==> src/rtl/bped_pkg.sv <==
// ----------------------------------------------------------------------------
// bped_pkg
// Shared types and constants for the byte-pair expansion decoder.
// ----------------------------------------------------------------------------
package bped_pkg;

    localparam int BYTE_W  = 8;
    localparam int PAIR_W  = 2 * BYTE_W;
    localparam int TBL_DEPTH = 256;

    typedef enum logic [1:0] {
        PH_COUNT   = 2'd0,
        PH_TRIPLES = 2'd1,
        PH_DATA    = 2'd2,
        PH_ENDED   = 2'd3
    } phase_t;

    typedef enum logic [1:0] {
        POS_FIRST  = 2'd0,
        POS_SECOND = 2'd1,
        POS_CODE   = 2'd2
    } pos_t;

    typedef struct packed {
        logic              wr_en;
        logic [BYTE_W-1:0] wr_addr;
        logic [PAIR_W-1:0] wr_data;
        logic              rd_en;
        logic [BYTE_W-1:0] rd_addr;
    } tbl_req_t;

endpackage

==> src/rtl/bped_table.sv <==
// ----------------------------------------------------------------------------
// bped_table
// Pair table: 256 x 16 memory with per-entry valid bits and registered read.
// ----------------------------------------------------------------------------
module bped_table
(
    input  logic                          clk,
    input  logic                          rst_n,
    input  bped_pkg::tbl_req_t            req,
    output logic [bped_pkg::PAIR_W-1:0]   rd_data,
    output logic                          rd_hit
);

    logic [bped_pkg::PAIR_W-1:0] mem [bped_pkg::TBL_DEPTH];
    logic [bped_pkg::TBL_DEPTH-1:0] valid_reg;
    logic [bped_pkg::PAIR_W-1:0] rd_data_reg;
    logic                        rd_hit_reg;

    always_ff @(posedge clk)
    begin
        if (req.wr_en)
        begin
            mem[req.wr_addr] <= req.wr_data;
        end
        if (req.rd_en)
        begin
            rd_data_reg <= mem[req.rd_addr];
        end
    end

    always_ff @(posedge clk or negedge rst_n)
    begin
        if (!rst_n)
        begin
            valid_reg  <= '0;
            rd_hit_reg <= 1'b0;
        end
        else
        begin
            if (req.wr_en)
            begin
                valid_reg[req.wr_addr] <= 1'b1;
            end
            if (req.rd_en)
            begin
                rd_hit_reg <= valid_reg[req.rd_addr];
            end
        end
    end

    assign rd_data = rd_data_reg;
    assign rd_hit  = rd_hit_reg;

endmodule

==> src/rtl/byte_pair_expansion_decoder_unit.sv <==
// ----------------------------------------------------------------------------
// byte_pair_expansion_decoder_unit
// Decodes a byte-pair compressed stream: parses the pair table header, then
// expands code bytes into their stored pairs and passes other bytes through.
// ----------------------------------------------------------------------------
// Input channel: in_valid/in_ready carry one compressed byte and its
// end_of_stream mark per word. Output channel: out_valid/out_ready carry one
// decoded byte with run_last, stream_done and after_end_error.
// Header words (count byte, then count triples of first byte, second byte,
// code) give no output and are taken one per cycle. A data word passes
// through the input stage, then the output register. A plain data byte
// frees the input stage as it loads; a code with a stored pair yields two
// output words and holds the input until the second loads into the single
// output register. Words after the end mark each give one error word.
// Reset clears the phase, the header counters and all table valid bits; no
// clearing pass is needed. When out_ready is low the output word holds, one
// more word waits in the input stage, and in_ready then drops.
// ----------------------------------------------------------------------------
module byte_pair_expansion_decoder_unit
(
    input  logic                        clk,
    input  logic                        rst_n,
    input  logic                        in_valid,
    output logic                        in_ready,
    input  logic [bped_pkg::BYTE_W-1:0] in_byte,
    input  logic                        end_of_stream,
    output logic                        out_valid,
    input  logic                        out_ready,
    output logic [bped_pkg::BYTE_W-1:0] out_byte,
    output logic                        run_last,
    output logic                        stream_done,
    output logic                        after_end_error
);

    bped_pkg::phase_t phase_reg, phase_next;
    bped_pkg::pos_t   pos_reg, pos_next;
    logic [bped_pkg::BYTE_W-1:0] entries_reg, entries_next;
    logic [bped_pkg::PAIR_W-1:0] hold_reg, hold_next;

    logic                        s1_valid_reg, s1_valid_next;
    logic                        s1_err_reg, s1_err_next;
    logic                        s1_eos_reg, s1_eos_next;
    logic                        s1_half_reg, s1_half_next;
    logic [bped_pkg::BYTE_W-1:0] s1_byte_reg;

    logic                        out_valid_reg, out_valid_next;
    logic [bped_pkg::BYTE_W-1:0] out_byte_reg, out_byte_next;
    logic                        run_last_reg, run_last_next;
    logic                        done_reg, done_next;
    logic                        err_reg, err_next;

    bped_pkg::tbl_req_t          tbl_req;
    logic [bped_pkg::PAIR_W-1:0] tbl_data;
    logic                        tbl_hit;

    logic accept;
    logic load;
    logic expand;
    logic first;
    logic s1_done;

    bped_table u_table
    (
        .clk     (clk),
        .rst_n   (rst_n),
        .req     (tbl_req),
        .rd_data (tbl_data),
        .rd_hit  (tbl_hit)
    );

    assign load     = s1_valid_reg && (!out_valid_reg || out_ready);
    assign expand   = !s1_err_reg && tbl_hit;
    assign first    = expand && !s1_half_reg;
    assign s1_done  = load && !first;
    assign in_ready = !s1_valid_reg || s1_done;
    assign accept   = in_valid && in_ready;

    always_comb
    begin
        phase_next    = phase_reg;
        pos_next      = pos_reg;
        entries_next  = entries_reg;
        hold_next     = hold_reg;
        s1_valid_next = s1_valid_reg && !s1_done;
        s1_err_next   = s1_err_reg;
        s1_eos_next   = s1_eos_reg;
        tbl_req       = '0;
        tbl_req.wr_addr = in_byte;
        tbl_req.wr_data = hold_reg;
        tbl_req.rd_addr = in_byte;
        if (accept)
        begin
            unique case (phase_reg)
                bped_pkg::PH_COUNT:
                begin
                    entries_next = in_byte;
                    pos_next     = bped_pkg::POS_FIRST;
                    phase_next   = (in_byte == '0) ? bped_pkg::PH_DATA : bped_pkg::PH_TRIPLES;
                end
                bped_pkg::PH_TRIPLES:
                begin
                    unique case (pos_reg)
                        bped_pkg::POS_FIRST:
                        begin
                            hold_next[bped_pkg::BYTE_W-1:0] = in_byte;
                            pos_next = bped_pkg::POS_SECOND;
                        end
                        bped_pkg::POS_SECOND:
                        begin
                            hold_next[bped_pkg::PAIR_W-1:bped_pkg::BYTE_W] = in_byte;
                            pos_next = bped_pkg::POS_CODE;
                        end
                        default:
                        begin
                            tbl_req.wr_en = 1'b1;
                            pos_next      = bped_pkg::POS_FIRST;
                            entries_next  = entries_reg - 1'b1;
                            if (entries_reg == bped_pkg::BYTE_W'(1))
                            begin
                                phase_next = bped_pkg::PH_DATA;
                            end
                        end
                    endcase
                end
                bped_pkg::PH_DATA:
                begin
                    tbl_req.rd_en = 1'b1;
                    s1_valid_next = 1'b1;
                    s1_err_next   = 1'b0;
                    s1_eos_next   = end_of_stream;
                    if (end_of_stream)
                    begin
                        phase_next = bped_pkg::PH_ENDED;
                    end
                end
                bped_pkg::PH_ENDED:
                begin
                    s1_valid_next = 1'b1;
                    s1_err_next   = 1'b1;
                    s1_eos_next   = 1'b0;
                end
            endcase
        end
    end

    always_comb
    begin
        s1_half_next   = s1_half_reg;
        out_valid_next = out_valid_reg && !out_ready;
        out_byte_next  = out_byte_reg;
        run_last_next  = run_last_reg;
        done_next      = done_reg;
        err_next       = err_reg;
        if (load)
        begin
            out_valid_next = 1'b1;
            run_last_next  = !first;
            done_next      = !first && s1_eos_reg && !s1_err_reg;
            err_next       = s1_err_reg;
            if (s1_err_reg)
            begin
                out_byte_next = '0;
            end
            else if (first)
            begin
                out_byte_next = tbl_data[bped_pkg::BYTE_W-1:0];
            end
            else if (expand)
            begin
                out_byte_next = tbl_data[bped_pkg::PAIR_W-1:bped_pkg::BYTE_W];
            end
            else
            begin
                out_byte_next = s1_byte_reg;
            end
            s1_half_next = first;
        end
        if (accept)
        begin
            s1_half_next = 1'b0;
        end
    end

    always_ff @(posedge clk or negedge rst_n)
    begin
        if (!rst_n)
        begin
            phase_reg     <= bped_pkg::PH_COUNT;
            pos_reg       <= bped_pkg::POS_FIRST;
            entries_reg   <= '0;
            hold_reg      <= '0;
            s1_valid_reg  <= 1'b0;
            s1_half_reg   <= 1'b0;
            out_valid_reg <= 1'b0;
        end
        else
        begin
            phase_reg     <= phase_next;
            pos_reg       <= pos_next;
            entries_reg   <= entries_next;
            hold_reg      <= hold_next;
            s1_valid_reg  <= s1_valid_next;
            s1_half_reg   <= s1_half_next;
            out_valid_reg <= out_valid_next;
        end
    end

    always_ff @(posedge clk)
    begin
        s1_err_reg   <= s1_err_next;
        s1_eos_reg   <= s1_eos_next;
        out_byte_reg <= out_byte_next;
        run_last_reg <= run_last_next;
        done_reg     <= done_next;
        err_reg      <= err_next;
        if (accept)
        begin
            s1_byte_reg <= in_byte;
        end
    end

    assign out_valid       = out_valid_reg;
    assign out_byte        = out_byte_reg;
    assign run_last        = run_last_reg;
    assign stream_done     = done_reg;
    assign after_end_error = err_reg;

`ifndef SYNTHESIS
    a_ended_sticky: assert property (@(posedge clk) disable iff (!rst_n)
        phase_reg == bped_pkg::PH_ENDED |=> phase_reg == bped_pkg::PH_ENDED)
        else $error("ended phase left");

    a_half_needs_hit: assert property (@(posedge clk) disable iff (!rst_n)
        s1_half_reg |-> s1_valid_reg && tbl_hit && !s1_err_reg)
        else $error("second half pending without a stored pair");

    a_error_word: assert property (@(posedge clk) disable iff (!rst_n)
        out_valid && after_end_error |-> out_byte == '0 && run_last && !stream_done)
        else $error("malformed error word");

    a_done_is_last: assert property (@(posedge clk) disable iff (!rst_n)
        out_valid && stream_done |-> run_last)
        else $error("stream_done on a non-final word");
`endif

endmodule
==> config.mk <==
export PLATFORM = sky130hd
export DESIGN_NAME = byte_pair_expansion_decoder_unit
export DESIGN_NICKNAME = d
export VERILOG_FILES = /design/src/rtl/bped_pkg.sv /design/src/rtl/bped_table.sv /design/src/rtl/byte_pair_expansion_decoder_unit.sv
export SDC_FILE = /design/constraint.sdc
export NUM_CORES = 2
export LEC_CHECK = 0
export BUFFER_PORTS_ARGS = -buffer_cell sky130_fd_sc_hd__buf_2
export CAP_MARGIN = 20
export CELL_PAD_IN_SITES_DETAIL_PLACEMENT = 1
export CELL_PAD_IN_SITES_GLOBAL_PLACEMENT = 2
export CORE_MARGIN = 4
export CORE_UTILIZATION = 54
export CTS_BUF_LIST = sky130_fd_sc_hd__clkbuf_2
export CTS_CLUSTER_DIAMETER = 60
export CTS_CLUSTER_SIZE = 10
export DETAILED_ROUTE_END_ITERATION = 16
export GPL_TIMING_DRIVEN = 0
export PLACE_DENSITY = 0.83
export SLEW_MARGIN = 15
export SYNTH_ARGS = -nofsm -noshare
export SYNTH_HDL_FRONTEND = slang
export SYNTH_HIERARCHICAL = 1
export SYNTH_SLANG_ARGS = --single-unit
==> constraint.sdc <==
create_clock -name clk -period 5.3 [get_ports clk]
set_clock_uncertainty 0.1 [all_clocks]
set_input_delay 0.53 -clock clk [delete_from_list [all_inputs] [get_ports clk]]
set_output_delay 0.53 -clock clk [all_outputs]
set_load 0.005 [all_outputs]
## After elaboration in Yosys (flattened, before gate mapping)

Memory sizes are Yosys's and may differ from the RTL's. A register that Yosys moved wholly into a read port is not among the register bits.
Index checks and enable logic that the tools add are counted.

- Multiply operators: 0
- Muxes and demuxes: 29
- $lt $le $gt $ge: 2
- Equal/unequal tests: 8
- Shift operators: 0
- Bitwise operators: 1
- Reduce and logical (&&, ||, !) cells: 34
- Add/subtract/negate cells: 1
- Div/mod/pow operators: 0

Operators with widths:

| operator | number |
|---|---|
| OR 256 bit | 1 |
| 2-to-1 mux 8 bit | 3 |
| one-hot mux 8 bit (2 select lines) | 1 |
| 2-to-1 mux 1 bit | 14 |
| logical AND 1 bit | 10 |
| less-than comparator 8 x 9 -> 1 bit, second input constant | 1 |
| AND reduction 3 bit | 3 |
| binary-select mux 1 bit (select 8 bit) | 1 |
| demux 1 bit (select 8 bit) | 1 |
| equality test 8 x 1 -> 1 bit, second input constant | 1 |
| greater-or-equal comparator 8 x 1 -> 1 bit, second input constant | 1 |
| zero test 8 bit | 1 |
| 2-to-1 mux 2 bit | 4 |
| one-hot mux 2 bit (2 select lines) | 2 |
| subtractor 8 x 1 -> 8 bit, second input constant | 1 |
| zero test 1 bit | 7 |
| inequality test 2 bit, second input constant | 3 |
| one-hot mux 2 bit (3 select lines) | 1 |
| nonzero test 2 bit | 3 |
| AND reduction 5 bit | 1 |
| equality test 2 x 1 -> 1 bit, second input constant | 2 |
| equality test 2 bit, second input constant | 2 |
| zero test 2 bit | 2 |
| one-hot mux 1 bit (2 select lines) | 2 |
| 4 further kinds | 7 |

- Bits in read-only memories: 0
- RAM bits: 4096
- Word-level logic and storage cells: 93
- Latch bits: 0
- Memories: 1
- Output and inout bits: 13
- Bits in registers: 309

Memory list:

| memory | words | bits a word | read ports | clocked after Yosys merged registers in | wr ports | line | text |
|---|---|---|---|---|---|---|---|
| u_table.mem | 256 | 16 | 1 | 1 | 1 | bped_table.sv:14 | `logic [bped_pkg::PAIR_W-1:0] mem [bped_pkg::TBL_DEPTH];` |

## Depth between registers and ports, before layout

- Word-level depth: 10
- Gate-level depth with buffers: 12

## By module

The synthesis kept the hierarchy.

Modules (own cells, without submodules):

| module | cells each | area an instance (µm²) | sequential area each (µm²) | instances |
|---|---|---|---|---|
| bped_table | 7319 | 165555.0 | 129909.6 | 1 |
| byte_pair_expansion_decoder_unit | 195 | 2472.4 | 1406.3 | 1 |

## Least setup slack after synthesis

OpenSTA, ideal clock, no wires.

- Kind: reg2reg
- Start: register hold_reg[0] (netlist name)
- End: memory u_table/mem[0][0] (netlist name), data pin
- Slack: 1.218 ns
- Arrival: 3.179 ns
- Cell stages (with the launch flop): 1
- Clock period less this slack: 4.082 ns
- Cells stage by stage: dfrtp_1

RTL lines:

| item | line | text |
|---|---|---|
| from (decl) | byte_pair_expansion_decoder_unit.sv:38 | `logic [bped_pkg::PAIR_W-1:0] hold_reg, hold_next;` |
| from (signal assigned) | byte_pair_expansion_decoder_unit.sv:201 | `hold_reg <= hold_next;` |
| to (decl) | bped_table.sv:14 |  |

No word-level cell before the write port.

==> metrics.md <==
| Metric | Value |
|---|---|
| Outcome | finished, violations left |
| Failing checks | setup timing |
| Data arrival, critical path | 7.38 ns |
| Core ar. | 309,000 µm² |
| Cell Chain, Critical Path | buf_2 > dlygate4sd3_1 > buf_6 > buf_4 > clkbuf_2 > buf_2 > buf_2 > mux4_2 > a221oi_1 > o22ai_1 > o21ai_0 > nand4_1 |
| Post-synth EDFFs | 4,133 |
| Layout cell share with drive strength beyond 1 | 33.8% |
| Num CTS Buffers | 484 |
| Post-synthesis instance area | 168,000 µm² |
| First-pass GRT wire length | 725,000 µm |
| F_max | 0.177 GHz |
| Flops & latches, synth | 4,421 |
| Clk Latency, worst-skew pair | 2.20 ns |
| Switching Share | 22.8% |
| P&R area growth vs syn | 9.85% |
| Count of cell types in the netlist | 60 |
| Post-synth top area share | 73.9% |
| Worst hold path class | in2reg |
| Largest area contributor in the netlist | edfxtp_1 |
| Final period util | 107% |
| H-tree levels | 5 |
| Crit. End Element | flip-flop |
| Required @ worst endpoint | 7.04 ns |
| Fillers | 25,900 |
| Die footprint | 320,000 µm² |
| Vias in the first global route | 91,100 |
| DIE WIDTH | 566 µm |
| Leakage power | 0.0698 µW |
| Largest net degree at the start of global routing | 86 |
| Critical path launch point type | input pin |
| CP Class | in2reg |
| Cell mode on critical path | buf_2 |
| Area of the multi-input gates | 35,800 µm² |
| # port buffers | 25 |
| Logic pwr share | 3.3% |
| Nets | 8,427 |
| Pins Over Slew Limit | 0 |
| Post-synth top cells | edfxtp_1 (4,133), mux4_2 (1,070), dfrtp_1 (288) |
| Sequential element share of the synthesized area | 78.2% |
| Largest stage delay on the critical path | 1.16 ns |
| Root Buffer | clkbuf_2 |
| Int Pwr | 42,000 µW |
| Worst rel slew slack | 8.06% |
| Min Tclk post-route | 5.64 ns |
| Max rail drop VDD | 187 µV |
| Clock Tree Buf Depth | 4 |
| Post-synthesis async set-or-reset flop share | 6.51% |
| CP bufs+invs | 7 |
| PD cells | 295 nW/µm² |
| RSZ-0062 raised after global routing | no |
| Core Util, Final | 59.7% |
| Sequential cell area | 131,000 µm² |
| Final setup vio count | 12 |
| # clock sinks | 4,421 |
| Final hold vios | 0 |
| Crit-path max FO | 10 |
| DRC violations left | 0 |
| Syn Inst Count | 7,514 |
| Pwr Total | 54,400 µW |
| Average wire per standard cell | 40.4 µm |
| Initial drt markers | 14,700 |
| Die Y | 566 µm |
| Via count | 89,300 |
| Most common cell in the synthesized netlist | edfxtp_1 |
| Routed WL | 520,000 µm |
| Power share of the clock group | 27.6% |
| Final setup margin | -0.345 ns |
| Worst-margin pin slew | 1.36 ns |
| Max-cap check violation count | 0 |
| Initial DRT Pass Iterations | 6 |
| Sw Pwr | 12,400 µW |
| Final global-route overflow total | 0 |
| I/O pins | 26 |
| GP Congestion | 0.967 |
| Sequential Power Share | 69.1% |
| Vias/cell | 6.94 |
| Yosys Warn Count | 6 |
| Post-DP HPWL | 359,000 µm |
| Clock tree from TritonCTS | built |
| Ys flop type | edfxtp_1 |
| Place WS | -2.07 ns |
| Initial core utilization | 54.3% |
| Syn_area_per_cell | 22.4 µm² |
| Number of flip-flops in the largest register | 4,096 |
| CP delay by family, top | buffers and inverters |
| Finished Cell Area | 185,000 µm² |
| Global-route usage over all layers | 32.4% |
| Clock slew at reported path FFs | 0.19 ns |
| Slowest stage cell on the critical path | dlygate4sd3_1 |
| Placed inst area | 179,000 µm² |
| Antenna Nets Post-Route | 0 |
| Initial antenna violation count | 43 |
| Synth top area cells | edfxtp_1 (74%), mux4_2 (14%), dfrtp_1 (4.3%) |
| Cell Rows | 204 |
| Post-synth net total | 7,533 |
## logic make-up (layout without fill, tap and decap cells)
logic type | count (synthesis) | in the layout | synth area share, %
flip-flops | 4421 | 4421 | 78.2
multiplexers | 1142 | 1142 | 14.8
AO/OA/AOI/OAI | 772 | 772 | 3.65
AND/OR/NAND/NOR | 710 | 710 | 2.18
buffers and inverters | 463 | 1657 | 1.14
adder cells (fa/ha/maj) | 6 | 6 | 0.0447
other | 0 | 36 | 0
## worst paths after layout
check	cells past startpoint	slack, ns	endpoint	from
worst max-delay path	12	-0.34	u_table/rd_data[4]$_DFFE_PP_	in_byte[0]
worst min-delay path	6	0.28	s1_eos_reg$_SDFFCE_PP0P_	end_of_stream
worst max register to register	10	0.15	u_table/mem[71][3]$_DFFE_PP_	phase_reg[1]$_DFFE_PN0P_
worst min register to register	1	0.39	u_table/valid_reg[6]$_DFFE_PN0P_	u_table/valid_reg[6]$_DFFE_PN0P_
max in group asynchronous	8	3.04	u_table/valid_reg[216]$_DFFE_PN0P_	rst_n
min in group asynchronous	6	0.72	u_table/valid_reg[39]$_DFFE_PN0P_	rst_n
## layout make-up
type,count,share of cell area (%)
sequential,4421,71.2
clock inverter,39,0.202
tap,4120,2.79
buffer,448,1.05
antenna,36,0.0488
multi-input combinational,2630,19.4
inverter,15,0.0305
clock buffer,747,2.03
timing repair buffer,408,3.26
## cells in the final DEF (no fill, tap or decap), types with 24 or more instances in the layout
cell | Yosys | layout
nand4_1 | 30 | 30
o22ai_1 | 133 | 133
o21ai_0 | 72 | 65
dfrtp_1 | 288 | 272
mux2i_1 | 46 | 46
nand3_1 | 33 | 29
nor2_4 | 0 | 72
buf_12 | 1 | 29
buf_6 | 2 | 126
or2_2 | 257 | 257
dlygate4sd3_1 | 0 | 52
buf_16 | 0 | 62
buf_1 | 69 | 60
diode_2 | 0 | 36
clkbuf_1 | 261 | 218
buf_8 | 0 | 110
nor2_2 | 0 | 185
nand2_1 | 40 | 40
mux4_2 | 1070 | 1070
clkbuf_2 | 0 | 785
nor2_1 | 281 | 24
edfxtp_1 | 4133 | 4133
a221oi_1 | 257 | 256
buf_2 | 111 | 143
a22o_1 | 257 | 257
## metal layers
layer / share of wire, % / global-route usage [%]
met5: 0.021 / 0
met3: 12 / 8.35
met1: 35 / 43.3
met2: 47 / 49.8
met4: 6.4 / 17.1
## power by group through the flow
stage	Sequential, µW	Combinational (µW)	Clock [µW]
floorplan	38300	875	0
global placement	38300	1620	0
detailed placement	38300	1710	0
CTS	37600	1750	15300
global route	37600	1830	16900
finish	37600	1800	15000
## metrics by stage
step / hold slack, ns / TNS, ns / instances
after CTS: 0.00702 / -5.06 / 12800
after detailed placement: 0.349 / -84.70 / 12000
after global routing: -0.0112 / 0 / 12800
after global placement: 0.343 / - / 11700
final: 0.276 / -2.18 / 12900
after floorplan: 0.134 / 0 / 7514
## repair_timing
item,4_1_cts,5_1_grt
setup endpoints to repair,583,1371
gates cloned,0,0
hold endpoints to repair,2853,0
hold buffers,53,0
pin swaps,6,0
resized for setup,23,26
buffers inserted,12,0
## worst register-to-register path, cell delays in order, from the launching register on
cell	delay [ns]
dfrtp_1	0.45
inv_1	0.11
ha_1	0.22
clkbuf_1	0.44
clkbuf_1	0.44
and3_1	0.46
clkbuf_2	0.35
nand4_1	0.56
clkbuf_2	0.66
nor2_2	0.71
buf_6	0.25
No activity file was read; power rests on OpenSTA's default activity.
